===== src/rtl/nbds_pkg.sv =====
`timescale 1ns / 1ps
// Package for the all-pairs gravity step: widths, codes, register defaults
// and fixed-point constants. Depends on nothing.
package nbds_pkg;

   // Operand and product widths of the shared multiplier.
   localparam int MUL_W  = 34;
   localparam int PROD_W = 2 * MUL_W;

   // Squared distance, exponent and accumulator widths.
   localparam int D2_W   = 50;
   localparam int TE_W   = 7;
   localparam int ACC_W  = 57;
   localparam int MASS_W = 31;

   // Configuration channel.
   localparam int CSR_IDX_W  = 2;
   localparam int CSR_DATA_W = 31;

   localparam logic [CSR_IDX_W-1:0] CSR_BODY_COUNT = 2'd0;
   localparam logic [CSR_IDX_W-1:0] CSR_SOFTENING  = 2'd1;
   localparam logic [CSR_IDX_W-1:0] CSR_TIME_STEP  = 2'd2;
   localparam logic [CSR_IDX_W-1:0] CSR_DAMPING    = 2'd3;

   localparam logic [6:0]  BODY_COUNT_RESET = 7'd64;
   localparam logic [30:0] SOFTENING_RESET  = 31'd65536;
   localparam logic [16:0] TIME_STEP_RESET  = 17'd655;
   localparam logic [16:0] DAMPING_RESET    = 17'd65536;

   // Request function codes.
   localparam logic FUNC_LOAD = 1'b0;
   localparam logic FUNC_STEP = 1'b1;

   // Q2.30 constants for the inverse square root.
   localparam logic [31:0] Q30_TWO    = 32'h8000_0000;
   localparam logic [31:0] Q30_THREE  = 32'hC000_0000;
   localparam logic [31:0] Q30_SQRT2  = 32'd1518500250;
   localparam logic [31:0] SLOPE_LOW  = 32'd2515933591;
   localparam logic [31:0] SLOPE_HIGH = 32'd889516847;

endpackage


===== src/rtl/nbds_mul.sv =====
`timescale 1ns / 1ps
// Shared unsigned multiplier with a registered product.
// Depends on nbds_pkg for the operand widths.
module nbds_mul (
   input  logic                        clock,
   input  logic [nbds_pkg::MUL_W-1:0]  op_a,
   input  logic [nbds_pkg::MUL_W-1:0]  op_b,
   output logic [nbds_pkg::PROD_W-1:0] prod_ff
);
   import nbds_pkg::*;

   logic [PROD_W-1:0] prod_in;

   // One product per cycle, available the cycle after the operands.
   assign prod_in = PROD_W'(op_a) * PROD_W'(op_b);

   always_ff @(posedge clock) begin
      prod_ff <= prod_in;
   end

endmodule


===== config.mk =====
export PLATFORM = sky130hd
export DESIGN_NAME = nbds_mul
export DESIGN_NICKNAME = d
export VERILOG_FILES = /design/src/rtl/nbds_pkg.sv /design/src/rtl/nbds_mul.sv
export SDC_FILE = /design/constraint.sdc
export NUM_CORES = 2
export LEC_CHECK = 0
export ABC_CLOCK_PERIOD_IN_PS = 7500
export BUFFER_PORTS_ARGS = -buffer_cell sky130_fd_sc_hd__buf_4
export CORE_ASPECT_RATIO = 0.7
export CORE_MARGIN = 4
export CORE_UTILIZATION = 60
export DETAILED_ROUTE_END_ITERATION = 8
export PLACE_DENSITY = 0.82
export SKIP_LAST_GASP = 1
export SLEW_MARGIN = 20
export SYNTH_ARGS = -nofsm -noshare
export SYNTH_HDL_FRONTEND = slang
export SYNTH_SLANG_ARGS = --single-unit

===== constraint.sdc =====
create_clock -name clock -period 7.5 [get_ports clock]
set_input_delay 0.75 -clock clock [delete_from_list [all_inputs] [get_ports clock]]
set_output_delay 0.75 -clock clock [all_outputs]
set_load 0.05 [all_outputs]

==> flow_metrics.py <==
metrics = {
    "run_status": {
        "failed_checks": "setup timing",
        "status": "finished, violations left",
    },
    "placed_design": {
        "dp_hpwl_um": 98440,
        "globalplace.congestion": 0.9778,
        "dp.cells": 5439,
        "port_buffers": 136,
    },
    "timing": {
        "finalSetupViolCount": 15,
        "finalCriticalPeriod_ps": 7726,
        "hold_violations": 0,
        "period_share_pct": 103.0,
        "setup_ws_ps": -225.6,
        "max_freq_mhz": 129.4,
        "tns_ps": -1699,
        "whs_ps": 905.6,
        "slew_headroom_pct": 57.23,
        "maxSlewViolCount": 0,
        "tightest_slew_ps": 633.2,
        "rsz0062_at_grt": "yes",
    },
    "cts": {
        "cts_tree": "built",
        "clk_path_buf_depth": 2,
        "htree_levels": 3,
        "root_buffer": "clkbuf_16",
        "cts_hold_buffers": 0,
        "clock-sinks": 68,
        "cts_buffers": 9,
        "clk_pin_slew_ps": 70,
    },
    "global_routing": {
        "grt_pass1_vias": 33710,
        "grt_use_total_pct": 35.15,
        "antenna_found_initial": 7,
        "grt_pass1_wl_um": 184500,
        "grt_overflow_total": 0,
        "grt_max_degree": 35,
    },
    "logic_synthesis": {
        "syn_area_um2": 38480,
        "synth-edff-count": 0,
        "ys_seq_area_share_pct": 3.538,
        "synth_fp_nets": 5609,
        "ys_async_sr_fraction_pct": 0,
        "yosys_warnings": 0,
        "ys_ff_latch": 68,
        "syn_inst": 4236,
        "yosysUniqueCellTypes": 59,
        "syn_area_per_cell_um2": 9.084,
        "synth_flop_cell": "dfxtp_1",
    },
    "min_path": {
        "hold_path.class": "in -> reg",
        "hold_start": "op_b[0]",
    },
    "setup_path": {
        "worstPathArrival_ps": 8060,
        "critPathMaxStageDelay_ps": 620,
        "path_max_fanout": 21,
        "crit_type": "in -> reg",
        "startpoint_type": "input pin",
        "cp_slowest_cell": "fa_1",
        "critPathRequiredTime_ps": 7840,
        "worstSetupEndpointType": "flip-flop",
        "crit_path_frequent_cell": "fa_1",
        "cp-startpoint": "op_a[12]",
    },
    "route": {
        "dr.pass1.iters": 6,
        "drtIter0Drc": 3680,
        "ant_nets": 0,
        "vias": 30968,
        "drc": 0,
        "wl_um": 118400,
        "routedWlPerCell_um": 21.61,
        "vias_per_cell": 5.653,
    },
    "layout": {
        "fin_util_pct": 71.41,
        "layout-drive-gt1-share_pct": 16.74,
        "area_growth_pct": 17.47,
        "instances_no_fill": 5478,
        "regMostFlops": "prod_ff",
        "regArea_um2": 1361,
        "top_regs": "prod_ff: 68 flops",
        "multi_input_area_um2": 33070,
        "layout.nets": 6015,
        "fill_cells": 4003,
        "largest_reg_flops": 68,
    },
    "floorplan": {
        "ioPinCount": 137,
        "placementRows": 77,
        "die_x_um": 310.7,
        "die_h_um": 219.9,
        "start_util_pct": 60.79,
        "dieArea_um2": 68310,
        "coreArea_um2": 63300,
    },
    "job": {
        "drv_cap": 0,
    },
}
-- cells in the mapped netlist (all sizes together), types with 6 or more instances --
master / n / area share (%)
o31ai: 6 / 0.14
o21a: 12 / 0.25
nor2: 37 / 0.37
buf: 7 / 0.091
nand2: 714 / 7.0
a21o: 30 / 0.59
xor2: 27 / 0.61
nand4: 17 / 0.28
o21bai: 13 / 0.25
a31oi: 10 / 0.16
o21ai: 36 / 0.47
and3: 11 / 0.19
clkbuf: 228 / 2.3
nand3: 17 / 0.22
nor2b: 8 / 0.13
fa: 1020 / 53
ha: 284 / 9.2
inv: 1027 / 10
and2: 504 / 8.2
xnor2: 41 / 0.93
a21oi: 70 / 0.94
dfxtp: 68 / 3.5
-- metal layers --
layer | vias up | GRT usage [%] | routed length (um)
met1 | 15410 | 47.12 | 44100
li1 | 12935 | - | -
met5 | - | 0 | 69
met2 | 2228 | 50.50 | 49750
met4 | 8 | 9.620 | 3658
met3 | 387 | 18.16 | 20820
-- layout make-up --
type                    instances  area share, %
diodes                          2        0.01107
clock buffers                  10         0.5287
clock inverters                 6         0.2104
inverters                    1027          8.528
multi-input cells            2906          73.15
flip-flops and latches         68          3.012
well taps                     829          2.295
repair buffers                630          12.26
-- timing repair --
| item | 4_1_cts | 5_1_grt |
|---|---|---|
| buffers inserted | 4 | 13 |
| gates resized for setup | 76 | 134 |
| hold endpoints to repair | 0 | 0 |
| cloned | 0 | 4 |
| pin swaps | 41 | 84 |
| setup endpoints to repair | 21 | 33 |
-- layout by cell type (no fill, tap or decap), types with 13 or more instances in the layout --
cell type | synthesis | routed
inv_1 | 1027 | 1016
fa_1 | 1020 | 990
nand2_1 | 713 | 710
buf_4 | 0 | 532
and2_1 | 504 | 500
ha_1 | 284 | 260
dfxtp_1 | 68 | 68
a21oi_1 | 67 | 54
buf_6 | 0 | 45
xnor2_1 | 41 | 41
buf_12 | 0 | 41
nor2_1 | 36 | 34
a21o_1 | 30 | 30
fa_2 | 0 | 30
xor2_1 | 27 | 26
ha_4 | 0 | 21
o21ai_0 | 31 | 18
nand4_1 | 17 | 17
nand3_1 | 17 | 17
a21oi_2 | 3 | 14
clkbuf_16 | 0 | 13
-- path summary, 6_finish.rpt --
| check | slack [ps] | end | depth (start not counted) |
|---|---|---|---|
| max | -230 | prod_ff[67] | 25 |
| min | 910 | prod_ff[0] | 2 |
-- logic make-up (layout without fill, tap and decap cells) --
family                   count (synthesis)  in the layout  share of synthesized area, %
buffers and inverters                 1262           1673                         12.36
AND/OR/NAND/NOR                       1326           1326                         16.66
adder cells (fa/ha/maj)               1304           1304                         62.30
XOR/XNOR                                68             68                         1.548
AO/OA/AOI/OAI                          208            208                         3.590
flip-flops                              68             68                         3.538
other                                    0              2                             0
-- worst max-delay path, delay by kind of cell --
kind | cells | cell delay, ps
fa+ha+maj | 9 | 4580
compound gates | 6 | 1580
buf+inv | 7 | 840
simple gates | 2 | 160
xor+xnor | 1 | 120
-- metrics by stage --
step / worst slack [ps] / area (um^2)
3_3_place_gp: -538.8 / 43720
3_5_place_dp: -627.9 / 43720
6_report: -225.6 / 45200
5_1_grt: -344.3 / 45200
2_1_floorplan: -15.19 / 38560
4_1_cts: 2.726 / 44410
Power is left out: the tool's default activity adds up to more than one toggle a clock period on the data nets, which glitch-free logic cannot reach.
