### config.mk
export PLATFORM = sky130hd
export DESIGN_NAME = nbds_norm
export DESIGN_NICKNAME = d
export VERILOG_FILES = /design/src/rtl/nbds_pkg.sv /design/src/rtl/nbds_norm.sv
export SDC_FILE = /design/constraint.sdc
export NUM_CORES = 1
export LEC_CHECK = 0
export BUFFER_PORTS_ARGS = -buffer_cell sky130_fd_sc_hd__buf_2
export CORE_MARGIN = 2
export CORE_UTILIZATION = 58
export CTS_CLUSTER_SIZE = 8
export DETAILED_ROUTE_END_ITERATION = 6
export PLACE_DENSITY = 0.95
export SKIP_LAST_GASP = 1
export SYNTH_ARGS = -nofsm -noshare
export SYNTH_HDL_FRONTEND = slang
export SYNTH_SLANG_ARGS = --single-unit
### constraint.sdc
create_clock -name clock -period 5.35 [get_ports clock]
set_input_delay 1.07 -clock clock [delete_from_list [all_inputs] [get_ports clock]]
set_output_delay 1.07 -clock clock [all_outputs]
set_load 0.02 [all_outputs]
### src/rtl/nbds_pkg.sv
`timescale 1ns / 1ps
// Package for the all-pairs gravity step: widths, codes, register defaults
// and fixed-point constants. Depends on nothing.
package nbds_pkg;

   // Operand and product widths of the shared multiplier.
   localparam int MUL_W  = 34;
   localparam int PROD_W = 2 * MUL_W;

   // Squared distance, exponent and accumulator widths.
   localparam int D2_W   = 50;
   localparam int TE_W   = 7;
   localparam int ACC_W  = 57;
   localparam int MASS_W = 31;

   // Configuration channel.
   localparam int CSR_IDX_W  = 2;
   localparam int CSR_DATA_W = 31;

   localparam logic [CSR_IDX_W-1:0] CSR_BODY_COUNT = 2'd0;
   localparam logic [CSR_IDX_W-1:0] CSR_SOFTENING  = 2'd1;
   localparam logic [CSR_IDX_W-1:0] CSR_TIME_STEP  = 2'd2;
   localparam logic [CSR_IDX_W-1:0] CSR_DAMPING    = 2'd3;

   localparam logic [6:0]  BODY_COUNT_RESET = 7'd64;
   localparam logic [30:0] SOFTENING_RESET  = 31'd65536;
   localparam logic [16:0] TIME_STEP_RESET  = 17'd655;
   localparam logic [16:0] DAMPING_RESET    = 17'd65536;

   // Request function codes.
   localparam logic FUNC_LOAD = 1'b0;
   localparam logic FUNC_STEP = 1'b1;

   // Q2.30 constants for the inverse square root.
   localparam logic [31:0] Q30_TWO    = 32'h8000_0000;
   localparam logic [31:0] Q30_THREE  = 32'hC000_0000;
   localparam logic [31:0] Q30_SQRT2  = 32'd1518500250;
   localparam logic [31:0] SLOPE_LOW  = 32'd2515933591;
   localparam logic [31:0] SLOPE_HIGH = 32'd889516847;

endpackage

### src/rtl/nbds_norm.sv
`timescale 1ns / 1ps
// Iterative normaliser: scales the squared distance by even powers of two
// into [2^30, 2^32) and tracks the exponent. Depends on nbds_pkg.
module nbds_norm (
   input  logic                             clock,
   input  logic                             reset,
   input  logic                             start,
   input  logic [nbds_pkg::D2_W-1:0]        d2,
   output logic                             done,
   output logic [31:0]                      f,
   output logic signed [nbds_pkg::TE_W-1:0] two_e
);
   import nbds_pkg::*;

   logic [D2_W-1:0]        w_ff, w_in;
   logic signed [TE_W-1:0] te_ff, te_in;
   logic                   busy_ff, busy_in;
   logic                   in_range;

   // The word is normalised once its top set bit is bit 30 or 31.
   assign in_range = (w_ff[D2_W-1:32] == '0) && (w_ff[31:30] != 2'b00);
   assign done     = busy_ff && in_range;
   assign f        = w_ff[31:0];
   assign two_e    = te_ff;

   // Coarse steps of eight bits first, then steps of two.
   always_comb begin
      w_in    = w_ff;
      te_in   = te_ff;
      busy_in = busy_ff;
      if (start) begin
         w_in    = d2;
         te_in   = TE_W'(16);
         busy_in = 1'b1;
      end else if (busy_ff) begin
         if (in_range) begin
            busy_in = 1'b0;
         end else if (w_ff[D2_W-1:40] != '0) begin
            w_in  = w_ff >> 8;
            te_in = te_ff + TE_W'(8);
         end else if (w_ff[39:32] != '0) begin
            w_in  = w_ff >> 2;
            te_in = te_ff + TE_W'(2);
         end else if (w_ff[29:22] == '0) begin
            w_in  = w_ff << 8;
            te_in = te_ff - TE_W'(8);
         end else begin
            w_in  = w_ff << 2;
            te_in = te_ff - TE_W'(2);
         end
      end
   end

   always_ff @(posedge clock) begin
      if (reset) begin
         busy_ff <= 1'b0;
      end else begin
         busy_ff <= busy_in;
      end
      w_ff  <= w_in;
      te_ff <= te_in;
   end

endmodule

==> results.md <==
* Clock Latency Late Sink at roughly 0.34 ns
* Fmax at just over 0.3 GHz
* Fraction of layout cells with a size suffix above 1 at around 28%
* Routed WL per cell at between 15 and 20 µm
* # resized after CTS at 0
* Drt initial violations at 497
* Worst r2r dst: two_e[6]
* Placed Instances at 521
* Worst Path Class, Setup: flip-flop to primary output
* Leakage Power at between 1.5 and 2 nW
* Hold Violations, Final at 0
* Post-CTS Hold Buffers at 0
* Global-route wire length before repair at between 15000 and 20000 µm
* Worst hold path class: flip-flop to flip-flop
* Ys flop type: edfxtp_1
* Initial antenna violation count at 0
* H-tree depth at 3
* Number of enable flip-flop cells after synthesis at 50
* Vias/cell at 6.343
* Crit-path leading delay family: simple AND/OR/NAND/NOR gates
* Site Rows at 29
* WP buf/inv at 1
* Final Max Tran Viols at 0
* PortBufs at 91
* Clk sinks at 57
* Chip Width at roughly 85 µm
* Vias in the first global route at between 3000 and 4000
* Postcts setup bufs at 0
* Root buffer cell: clkbuf_8
* Worst endpoint required time at approximately 4.3 ns
* Yosys cell types at 49
* Worst hold start: two_e[6]
* Fin Setup TNS at 0 ns
* CP Capture Type: primary output
* Syn. warnings at 0
* Nets at approximately 510
* Pwr Density at 277.0 mW/mm²
* Height of the die at roughly 85 µm
* Fillers at ~500
* Post-Layout Cell Count at 536
* Fin Clk Skew at 0.009308 ns
* Final Power at about 1.2 mW
* Tot GR Track Use at 26.35%
* Post-DP HPWL at between 6000 and 7000 µm
* Startpoint Class: flip-flop
* Outcome: complete, no violations
* Worst VDD drop at ~0.00023 V
* Slew @ Worst Pin at roughly 1.3 ns
* Reg2reg setup slack at approximately 2.4 ns
* Switching Share at between 20% and 30%
* GRT overflow at 0
* Die area at 0.007179 mm²
* Core Area at about 0.0063 mm²
* WHS Path Cells at 2
* Critical path peak fanout at 19
* CTS Buf Count at 9
* RSZ-0062 raised after global routing: false
* Synth cell count leaders: 53 x nand2_1, 50 x edfxtp_1, 41 x o21ai_0, 35 x buf_4, 30 x a21oi_1
* Crit-path cells: nor4_2 > nand2_2 > nor4_1 > buf_2
* Starting density of the core at between 50% and 60%
* Number of synthesized register bits at 57
* FF/Latch Area at 0.001642 mm²
* Pin count of the biggest net entering global routing at 100
* RR Startpoint: w_ff[41]
* Worst-path clk slew at approximately 0.060 ns
* Worst path max stage delay at approximately 0.45 ns
* GP Congestion at between 0.9 and 1
* Number of remaining DRC errors at 0
* Seq pwr share at 51.1%
* Post-synthesis sequential area ratio at 43.43%
* Final min period at roughly 3.3 ns
* Synth top area share at 39.72%
* IO Count at 93
* P_int at between 0.8 and 0.9 mW
* Longest Clk Path Bufs at 2
* Max stage delay cell, worst path: edfxtp_1
* CTS tree: done
* Slew margin rel. at 11.97%
* Via count at 3400
* DRT Pass-1 Iters at 6
* Max-Cap Viols at 0
* Gate power share at approximately 16%
* Arrival @ worst endpoint at 2.19 ns
* Layout area overhead at 9.897%
* Cell with the most instances after synthesis: nand2_1
* Hold worst-path end: two_e[6]
* Clk pwr share at around 33%
* Crit share post-route at about three fifths
* Layout Utilization at about 66%
* Cell Area, Synth at 0.003780 mm²
* Synth async-reset ratio at 0%
* Multi-input gate area at 0.001688 mm²
* Final wirelength at just over 9000 µm
* # setup viols final at 0
* Syn avg cell area at roughly 9.2 µm²
* Post-synth top area cell: edfxtp_1
* Worst r2r path cells at 5
* N_diodes at 0
* Synth top area cells: edfxtp_1 40%, buf_4 7.0%, o21ai_0 5.4%
* Syn_nets at about 470
* Sw Pwr at around 0.33 mW
* Cells after Synth at a little over 400
* Post-route ant nets at 0
[worst min-delay path: stages, from the launching register on]
cell	delay (ns)
dfxtp_1	0.31
nor2_1	0.09
mux2_1	0.12
[layer usage]
layer	vias up	wire length [µm]	GRT usage (%)
li1	1558	-	-
met1	1585	3709	35.38
met2	223	4482	42.16
met3	34	868	5.310
met4	0	277	10.39
met5	-	0	0
[cells in the final DEF, fill, tap and decap left out, drive strengths merged, types with 11 or more instances in the layout]
cell type,count
nand2,54
o21ai,42
a21oi,30
inv,18
edfxtp,50
nor2b,11
buf,95
a211oi,13
a2bb2oi,14
nor2,18
[through the flow]
step | setup slack (ns) | hold WS (ns) | cell area [µm²]
after floorplan | 2.266 | 0.5264 | 3780
after global placement | 2.489 | 0.5283 | 3979
after detailed placement | 2.434 | 0.5455 | 3979
after CTS | 2.062 | 0.5619 | 4154
after global routing | 1.944 | 0.6066 | 4154
final | 2.093 | 0.5560 | 4154
[cell type report]
cell class              count  area share (%)
clock buffers              10           3.072
clock inverters             5           1.145
inverters                  18           1.627
multi-input cells         274           40.63
flip-flops and latches     57           39.52
well taps                  77           2.319
repair buffers             95           11.69
[worst max path at each step]
stage                end  cells after the start      from
floorplan           done                      5  w_ff[40]
global placement    done                      4  w_ff[36]
detailed placement  done                      4  w_ff[36]
CTS                 done                      4  w_ff[36]
global route        done                      4  w_ff[36]
finish              done                      4  w_ff[36]
[power groups by stage]
stage / clock network [mW] / logic (mW) / registers (mW)
after global placement: 0 / 0.179 / 0.591
final: 0.376 / 0.187 / 0.587
after floorplan: 0 / 0.154 / 0.580
after detailed placement: 0 / 0.184 / 0.595
after global routing: 0.398 / 0.202 / 0.594
after CTS: 0.381 / 0.186 / 0.585
[state kept, by name, summed over array words and instances, names as in the netlist]
| register | flops |
|---|---|
| w_ff | 50 |
| busy_ff | 1 |
| two_e | 6 |
[cells by family after synthesis]
logic type | Yosys count | share of synthesized area (%)
muxes | 7 | 2.052
buffers and inverters | 80 | 11.98
adders and majority gates | 4 | 1.324
and+or+nand+nor | 110 | 14.13
DFF | 57 | 43.43
xor gates and xnor gates | 4 | 0.9268
other | 1 | 0.09921
AOI/OAI and AO/OA | 148 | 26.05
(Power assumes the default switching activity.)
